`src/hw/rtl/clarke_park_frame_transform_assert.svh`:
```
// Assertion macros shared by the frame transform RTL.
`ifndef CLARKE_PARK_FRAME_TRANSFORM_ASSERT_SVH
`define CLARKE_PARK_FRAME_TRANSFORM_ASSERT_SVH

// Checked property, switched off while reset is held
`define CPFT_ASSERT(lbl, prop, msg) \
  lbl: assert property (@(posedge clk) disable iff (!rst_n) prop) else $error(msg);

// Checked property that also covers the reset cycles
`define CPFT_ASSERT_RST(lbl, prop, msg) \
  lbl: assert property (@(posedge clk) prop) else $error(msg);

`endif

```
`src/hw/rtl/cpft_pkg.sv`:
```
`timescale 1ns / 1ps
// Shared types, constants, sine table and arithmetic helpers for the frame transform.
package cpft_pkg;

  // Field widths
  localparam int SAMPLE_W   = 16;
  localparam int ANGLE_W    = 16;
  localparam int SINE_DEPTH = 256;
  localparam int SINE_IDX_W = $clog2(SINE_DEPTH);
  localparam int ROM_W      = 15;
  localparam int ROM_BITS   = (SINE_DEPTH + 1) * ROM_W;

  // Internal arithmetic widths: 18-bit multiplier operands, 36-bit products and sums
  localparam int MUL_W  = 18;
  localparam int WIDE_W = 36;
  localparam int Q_FRAC = 15;

  // Stream packing
  localparam int IN_DATA_W  = ((3 * SAMPLE_W + ANGLE_W + 7) / 8) * 8;
  localparam int OUT_DATA_W = ((5 * SAMPLE_W + 7) / 8) * 8;

  typedef logic signed [SAMPLE_W-1:0] sample_t;
  typedef logic signed [MUL_W-1:0]    mop_t;
  typedef logic signed [WIDE_W-1:0]   wide_t;

  typedef enum logic {
    REQ_FWD = 1'b0,
    REQ_INV = 1'b1
  } req_t;

  // Q1.15 coefficients
  localparam mop_t Q_ONE_THIRD  = MUL_W'(10923);
  localparam mop_t Q_INV_SQRT3  = MUL_W'(18919);
  localparam mop_t Q_SQRT3_HALF = MUL_W'(28378);
  localparam mop_t Q_HALF       = MUL_W'(16384);

  localparam wide_t ROUND_BIAS = wide_t'(longint'(1) << (Q_FRAC - 1));
  localparam wide_t SMAX_W     = wide_t'((longint'(1) << (SAMPLE_W - 1)) - 1);
  localparam wide_t SMIN_W     = wide_t'(-(longint'(1) << (SAMPLE_W - 1)));

  // Sine table generation (Q30 Taylor series to x^15)
  localparam longint HALF_PI_Q30 = 64'sd1686629713;
  localparam longint ONE_Q30     = 64'sd1073741824;
  localparam longint TAYLOR_DEN [7] = '{64'sd6, 64'sd20, 64'sd42, 64'sd72,
                                        64'sd110, 64'sd156, 64'sd210};

  typedef struct packed {
    req_t                 req;
    sample_t              a;
    sample_t              b;
    sample_t              c;
    logic [ANGLE_W-1:0]   angle;
  } in_item_t;

  // After the sine lookup and Clarke pre-sums
  typedef struct packed {
    req_t    req;
    sample_t a;
    sample_t b;
    sample_t c;
    sample_t s;
    sample_t co;
    mop_t    sa;
    mop_t    sb;
    mop_t    sz;
  } s1_t;

  // After the first multiplier rank
  typedef struct packed {
    req_t    req;
    sample_t c;
    sample_t s;
    sample_t co;
    wide_t   p0;
    wide_t   p1;
    wide_t   p2;
    wide_t   p3;
  } s2_t;

  // Stationary frame values, handed from front to back half
  typedef struct packed {
    req_t    req;
    sample_t s;
    sample_t co;
    sample_t al;
    sample_t be;
    sample_t z;
    logic    clip;
  } mid_t;

  // After the second multiplier rank
  typedef struct packed {
    req_t    req;
    sample_t al;
    sample_t be;
    sample_t z;
    logic    clip;
    wide_t   q0;
    wide_t   q1;
    wide_t   q2;
    wide_t   q3;
  } s4_t;

  typedef struct packed {
    sample_t a;
    sample_t b;
    sample_t c;
    sample_t alpha;
    sample_t beta;
    logic    clip;
  } out_item_t;

  typedef struct packed {
    sample_t val;
    logic    clip;
  } sat_t;

  function automatic logic [ROM_BITS-1:0] build_sine_rom();
    logic [ROM_BITS-1:0] rom;
    longint x;
    longint x2;
    longint term;
    longint sum;
    longint v;
    rom = '0;
    for (int k = 0; k <= SINE_DEPTH; k++) begin
      x    = (HALF_PI_Q30 * longint'(k)) / SINE_DEPTH;
      x2   = (x * x) / ONE_Q30;
      term = x;
      sum  = x;
      for (int n = 0; n < 7; n++) begin
        term = (term * x2) / ONE_Q30;
        term = -(term / TAYLOR_DEN[n]);
        sum  = sum + term;
      end
      if (sum < 0) begin
        sum = 0;
      end
      v = (sum * 32767 + (ONE_Q30 / 2)) / ONE_Q30;
      if (v > 32767) begin
        v = 32767;
      end
      rom[k*ROM_W +: ROM_W] = ROM_W'(v);
    end
    return rom;
  endfunction

  localparam logic [ROM_BITS-1:0] SINE_ROM = build_sine_rom();

  // Round half up from Q30 back to Q15
  function automatic wide_t round_q15(input wide_t v);
    return (v + ROUND_BIAS) >>> Q_FRAC;
  endfunction

  // Clamp to the sample range and report clipping
  function automatic sat_t saturate(input wide_t v);
    sat_t r;
    if (v > SMAX_W) begin
      r.val  = sample_t'(SMAX_W);
      r.clip = 1'b1;
    end else if (v < SMIN_W) begin
      r.val  = sample_t'(SMIN_W);
      r.clip = 1'b1;
    end else begin
      r.val  = sample_t'(v);
      r.clip = 1'b0;
    end
    return r;
  endfunction

  function automatic wide_t mul(input mop_t x, input mop_t y);
    return x * y;
  endfunction

endpackage

```
`src/hw/rtl/cpft_back.sv`:
```
`timescale 1ns / 1ps
// Back half: Park or inverse Clarke products, final rounding and output register.
module cpft_back (
  input  logic                 clk,
  input  logic                 rst_n,
  input  logic                 en,
  input  logic                 mid_valid,
  input  cpft_pkg::mid_t       mid,
  output cpft_pkg::out_item_t  out_item,
  output logic [1:0]           valid
);

  cpft_pkg::s4_t       s4_nxt, s4_r;
  cpft_pkg::out_item_t out_nxt, out_r;
  logic [1:0]          valid_r;

  // Stage 4: rotation products, or the inverse Clarke halves
  always_comb begin
    logic fwd;
    cpft_pkg::mop_t x0, y0, x1, y1;
    fwd = (mid.req == cpft_pkg::REQ_FWD);
    x0  = cpft_pkg::mop_t'(fwd ? mid.co : mid.al);
    y0  = fwd ? cpft_pkg::mop_t'(mid.al) : cpft_pkg::Q_HALF;
    x1  = cpft_pkg::mop_t'(fwd ? mid.s : mid.be);
    y1  = fwd ? cpft_pkg::mop_t'(mid.be) : cpft_pkg::Q_SQRT3_HALF;
    s4_nxt.req  = mid.req;
    s4_nxt.al   = mid.al;
    s4_nxt.be   = mid.be;
    s4_nxt.z    = mid.z;
    s4_nxt.clip = mid.clip;
    s4_nxt.q0   = cpft_pkg::mul(x0, y0);
    s4_nxt.q1   = cpft_pkg::mul(x1, y1);
    s4_nxt.q2   = cpft_pkg::mul(cpft_pkg::mop_t'(mid.co), cpft_pkg::mop_t'(mid.be));
    s4_nxt.q3   = cpft_pkg::mul(cpft_pkg::mop_t'(mid.s), cpft_pkg::mop_t'(mid.al));
  end

  // Stage 5: sum, round and clamp the outputs; in the forward direction the zero sequence passes through
  always_comb begin
    cpft_pkg::sat_t r0, r1, r2;
    cpft_pkg::wide_t zw;
    zw = cpft_pkg::wide_t'(s4_r.z);
    if (s4_r.req == cpft_pkg::REQ_FWD) begin
      r0 = cpft_pkg::saturate(cpft_pkg::round_q15(s4_r.q0 + s4_r.q1));
      r1 = cpft_pkg::saturate(cpft_pkg::round_q15(s4_r.q2 - s4_r.q3));
      r2.val  = s4_r.z;
      r2.clip = 1'b0;
    end else begin
      r0 = cpft_pkg::saturate(cpft_pkg::wide_t'(s4_r.al) + zw);
      r1 = cpft_pkg::saturate(cpft_pkg::round_q15(s4_r.q1 - s4_r.q0) + zw);
      r2 = cpft_pkg::saturate(cpft_pkg::round_q15(-s4_r.q0 - s4_r.q1) + zw);
    end
    out_nxt.a     = r0.val;
    out_nxt.b     = r1.val;
    out_nxt.c     = r2.val;
    out_nxt.alpha = s4_r.al;
    out_nxt.beta  = s4_r.be;
    out_nxt.clip  = s4_r.clip | r0.clip | r1.clip | r2.clip;
  end

  always_ff @(posedge clk) begin
    if (!rst_n) begin
      valid_r <= '0;
    end else if (en) begin
      valid_r <= {valid_r[0], mid_valid};
    end
  end

  always_ff @(posedge clk) begin
    if (en) begin
      s4_r  <= s4_nxt;
      out_r <= out_nxt;
    end
  end

  assign out_item = out_r;
  assign valid    = valid_r;

endmodule

```
`config.mk`:
```
export PLATFORM = sky130hd
export DESIGN_NAME = cpft_back
export DESIGN_NICKNAME = d
export VERILOG_FILES = /design/src/hw/rtl/clarke_park_frame_transform_assert.svh /design/src/hw/rtl/cpft_pkg.sv /design/src/hw/rtl/cpft_back.sv
export SDC_FILE = /design/constraint.sdc
export NUM_CORES = 2
export LEC_CHECK = 0
export ABC_CLOCK_PERIOD_IN_PS = 7500
export BUFFER_PORTS_ARGS = -buffer_cell sky130_fd_sc_hd__buf_2
export CAP_MARGIN = 20
export CORE_MARGIN = 1
export CORE_UTILIZATION = 50
export DETAILED_ROUTE_END_ITERATION = 7
export MAX_ROUTING_LAYER = met4
export PLACE_DENSITY = 0.65
export SLEW_MARGIN = 20
export SYNTH_ARGS = -nofsm -noshare
export SYNTH_HDL_FRONTEND = slang
export SYNTH_SLANG_ARGS = --single-unit
```
`constraint.sdc`:
```
create_clock -name clk -period 7.5 [get_ports clk]
set_clock_uncertainty 0.1 [all_clocks]
set_input_delay 0.75 -clock clk [delete_from_list [all_inputs] [get_ports clk]]
set_output_delay 0.75 -clock clk [all_outputs]
set_load 0.02 [all_outputs]
```
After elaboration in Yosys (flattened, before gate mapping)
Index checks and enable logic that the tools add are counted.

Output and inout bits: 83. Register bits after elaboration: 277.

Multiplexer cells: 17. Bitwise operators: 3. Magnitude comparators: 10. Add/subtract/negate cells: 12. Multipliers: 4.

Operator list (number): 17-bit 2-to-1 mux (13); 36-bit by 16-bit adder with 36-bit output, second input constant (4); 36-bit subtractor (3); 18-bit by 18-bit multiplier with 36-bit output (2); 18-bit 2-to-1 mux (4); 16-bit by 16-bit multiplier with 32-bit output (2); 21-bit by 16-bit adder with 22-bit output (2); 22-bit by 16-bit > comparator with 1-bit output, second input constant (2); 22-bit by 16-bit less-than comparator with 1-bit output, second input constant (2); 21-bit by 16-bit > comparator with 1-bit output, second input constant (2); 21-bit by 16-bit less-than comparator with 1-bit output, second input constant (2); 36-bit adder (1); 36-bit negation (1); 16-bit by 16-bit adder with 17-bit output (1); 17-bit by 16-bit > comparator with 1-bit output, second input constant (1); 17-bit by 16-bit less-than comparator with 1-bit output, second input constant (1); 1-bit OR (3).

Longest topological paths before layout
Depth after elaboration: 9. Gate-level depth with buffers: 29. Mapped depth without buffers: 27.

Worst setup path before layout
OpenSTA, ideal clock, no wires.

Kind: input to register. Start point: in mid[81] in the netlist's numbering. End point: reg s4_r[142] in the netlist's numbering, data pin. Path slack: -117 ps. Arrival: 7258 ps. Cell stages on the path: 28. Data required time: 7141 ps. Cell sequence: clkbuf_1 > buf_1 > nor2b_1 > clkbuf_1 > nand2_1 > fa_1 > inv_1 > fa_1 > inv_1 > fa_1 > inv_1 > fa_1 > inv_1 > fa_1 > inv_1 > fa_1 > ha_1 > a21oi_1 > o21bai_1 > a21o_1 > a21o_1 > a21o_1 > a2111o_1 > nand2_1 > nor3_1 > o211ai_1 > a2111oi_0 > a211o_1.

RTL lines: start, declared (line cpft_back.sv:8) `input cpft_pkg::mid_t mid,`; end signal, assigned (line cpft_back.sv:70) `s4_r <= s4_nxt;`; end, declared (line cpft_back.sv:13) `cpft_pkg::s4_t s4_nxt, s4_r;`.

==> metrics <==
initial antenna violation count=17; dominant synthesized flop cell=edfxtp_1; placed cell areas=65600 µm²; worst slew pin tran=about 950 ps; Worst slew margin=0.366; sequential fraction of the synthesis area=0.134; reg2reg end=out_item[41]; R2R depth=27; Post-CTS Setup Inserts=0; die area=approximately 120000 µm²; H-tree depth=2; fin util=0.559; Num CTS Buffers=37; class of the most critical setup path=primary input to flop; Finished Cell Area=66900 µm²; Routed Antenna Nets=0; Achievable Freq=around 140 MHz; Rows=127; root buffer cell=clkbuf_16; crit end category=flop; total grt overflow=0; Final Cycle Share=0.958; Final Hold Violating Endpoints=0; Syn Inst Count=6300; GRT Total Usage=0.308; most common cell after layout, fill and taps aside=inv_1; Max clock buf depth=3; PostCTS Resize Cnt=0; Vias=about 45000; FF+latch count, synth=269; Req. time, crit path=7750 ps; worst-skew pair later-pin latency=620 ps; worst hold endpoint=s4_r[146]; vias in the first global route=47900; clock sink count=269; Distinct cells, synth=94; Final Slew Violations=0; DRT Pass-1 Iters=6; Routed WL per cell=21.2 µm; Hold WS=about 210 ps; # hold bufs at CTS=0; fin crit period=7190 ps; largest net degree at the start of global routing=120; Post-Layout Cell Count=about 8300; R2R Path Start=s4_r[86]; # placed instances=just over 8000; Hold Path Depth=1; DR vias/cell=5.38; first-pass GRT wire length=roughly 280 mm; CTS tree=built; DRC Markers=0; max cap viols=0; Post-Syn Nets=8188; Worst-path clk slew=60 ps; I/O Buffers=168; Setup Viol. Count Final=0; outcome=completed; min-delay src=mid[2]; RSZ-0062 raised after global routing=false; Starting DRT DRC Count=3098; Worst setup SP type=primary input; largest fanout on the critical path=19; Post-synth EDFFs=roughly 270; CP arrival=7430 ps; Syn Std Cell Area=60300 µm²; Fillers=roughly 11000; R2R setup slack=480 ps; Area growth, synth to finish=10.9%; commonest non-fill, non-tap cells in the layout=1361 x inv_1, 1133 x fa_1, 712 x nand2_1, 669 x ha_1, 380 x buf_4; type of the tightest min-delay check=primary input to flop; layout cells sized above 1=0.105; nets@finish=roughly 8600; die width=349 µm; Mean Syn Cell Area=9.58 µm²; Core Area=around 120000 µm²; GPL Wtd Cong=0.987; asr flop ratio synth=0; initial core utilization=0.504; dpl hpwl=153 mm; Routed WL=177 mm; io pins=169; chip height=349 µm; crit path from=mid[81]; Synth warnings=0
-- synthesized netlist by cell type, drive strengths merged (7+ instances only) --
cell | number | area (µm²)
inv | 1362 | 5110
fa | 1133 | 22700
nand2 | 713 | 2680
ha | 669 | 8370
and2 | 330 | 2070
edfxtp | 267 | 8020
a21oi | 247 | 1240
nor2 | 231 | 867
clkbuf | 190 | 713
xnor2 | 181 | 1590
a21o | 99 | 743
o21ai | 89 | 449
xor2 | 64 | 561
nand2b | 60 | 375
nor2b | 54 | 338
nand3 | 51 | 260
nor3 | 49 | 255
or3 | 49 | 307
o21a | 48 | 360
and3 | 36 | 230
o211ai | 29 | 253
o21bai | 27 | 203
a31oi | 26 | 178
a211oi | 23 | 188
buf | 22 | 101
nand4 | 21 | 131
or2 | 21 | 131
mux2i | 15 | 150
a22o | 14 | 123
mux2 | 13 | 146
a211o | 12 | 105
a2111oi | 11 | 104
o31ai | 11 | 101
a21boi | 10 | 75.1
a31o | 9 | 78.8
nor4 | 7 | 43.8
-- cell type report --
cell class / instances / area, µm² / area share
clock buffer: 38 / 930 / 0.0139
multi-input combinational: 4457 / 46400 / 0.693
clock inverter: 29 / 363 / 0.00542
timing repair buffer: 565 / 4060 / 0.0606
sequential: 269 / 8060 / 0.120
inverter: 1362 / 5110 / 0.0764
antenna: 10 / 25.0 / 0.000374
tap: 1612 / 2020 / 0.0301
-- worst max-delay path by stage --
stage                               to
after floorplan              s4_r[142]
after global placement       s4_r[107]
after detailed placement     s4_r[139]
after CTS                    s4_r[107]
after global routing      out_item[56]
final                        s4_r[107]
-- metrics by stage --
step           TNS [ps]  setup slack (ps)
2_1_floorplan     -21.2             -21.2
3_3_place_gp       -876              -196
3_5_place_dp      -1850              -273
4_1_cts               0               367
5_1_grt               0              4.77
6_report              0               312
-- sequential cells by signal (all words and copies together) (netlist names) --
signal / cells
s4_r: 154
out_item: 81
out_nxt: 32
valid: 2
-- routing by layer --
| layer | global-route usage | up-vias | share of wire |
|---|---|---|---|
| li1 | - | 20500 | - |
| met4 | 0.0912 | 0 | 0.033 |
| met3 | 0.0539 | 240 | 0.079 |
| met5 | - | - | 0 |
| met2 | 0.496 | 1525 | 0.47 |
| met1 | 0.398 | 22600 | 0.42 |
-- worst max-delay path, stage by stage --
cell and delay, ps:
buf_4 260, buf_4 190, buf_4 250, nor2_1 120
buf_4 160, nor2_1 210, fa_1 490, fa_1 490
fa_1 530, inv_1 60, fa_1 520, fa_1 570
inv_1 60, fa_1 430, ha_1 360, nand3_1 90
o21ai_0 170, a31oi_1 60, buf_4 140, a21oi_1 300
o21ai_1 170, a2111oi_1 400, buf_4 190, nor3_1 50
o21ai_0 170, a21oi_1 100, xnor2_1 120
-- cell families after synthesis --
group / share of synthesized area
AND/OR/NAND/NOR: 0.130
flip-flops: 0.134
buffers and inverters: 0.0982
multiplexers: 0.00491
AO/OA/AOI/OAI: 0.0826
XOR/XNOR: 0.0356
adder cells (fa/ha/maj): 0.515
Power is left out: the tool's default activity adds up to more than one toggle a clock period on the data nets, which glitch-free logic cannot reach.
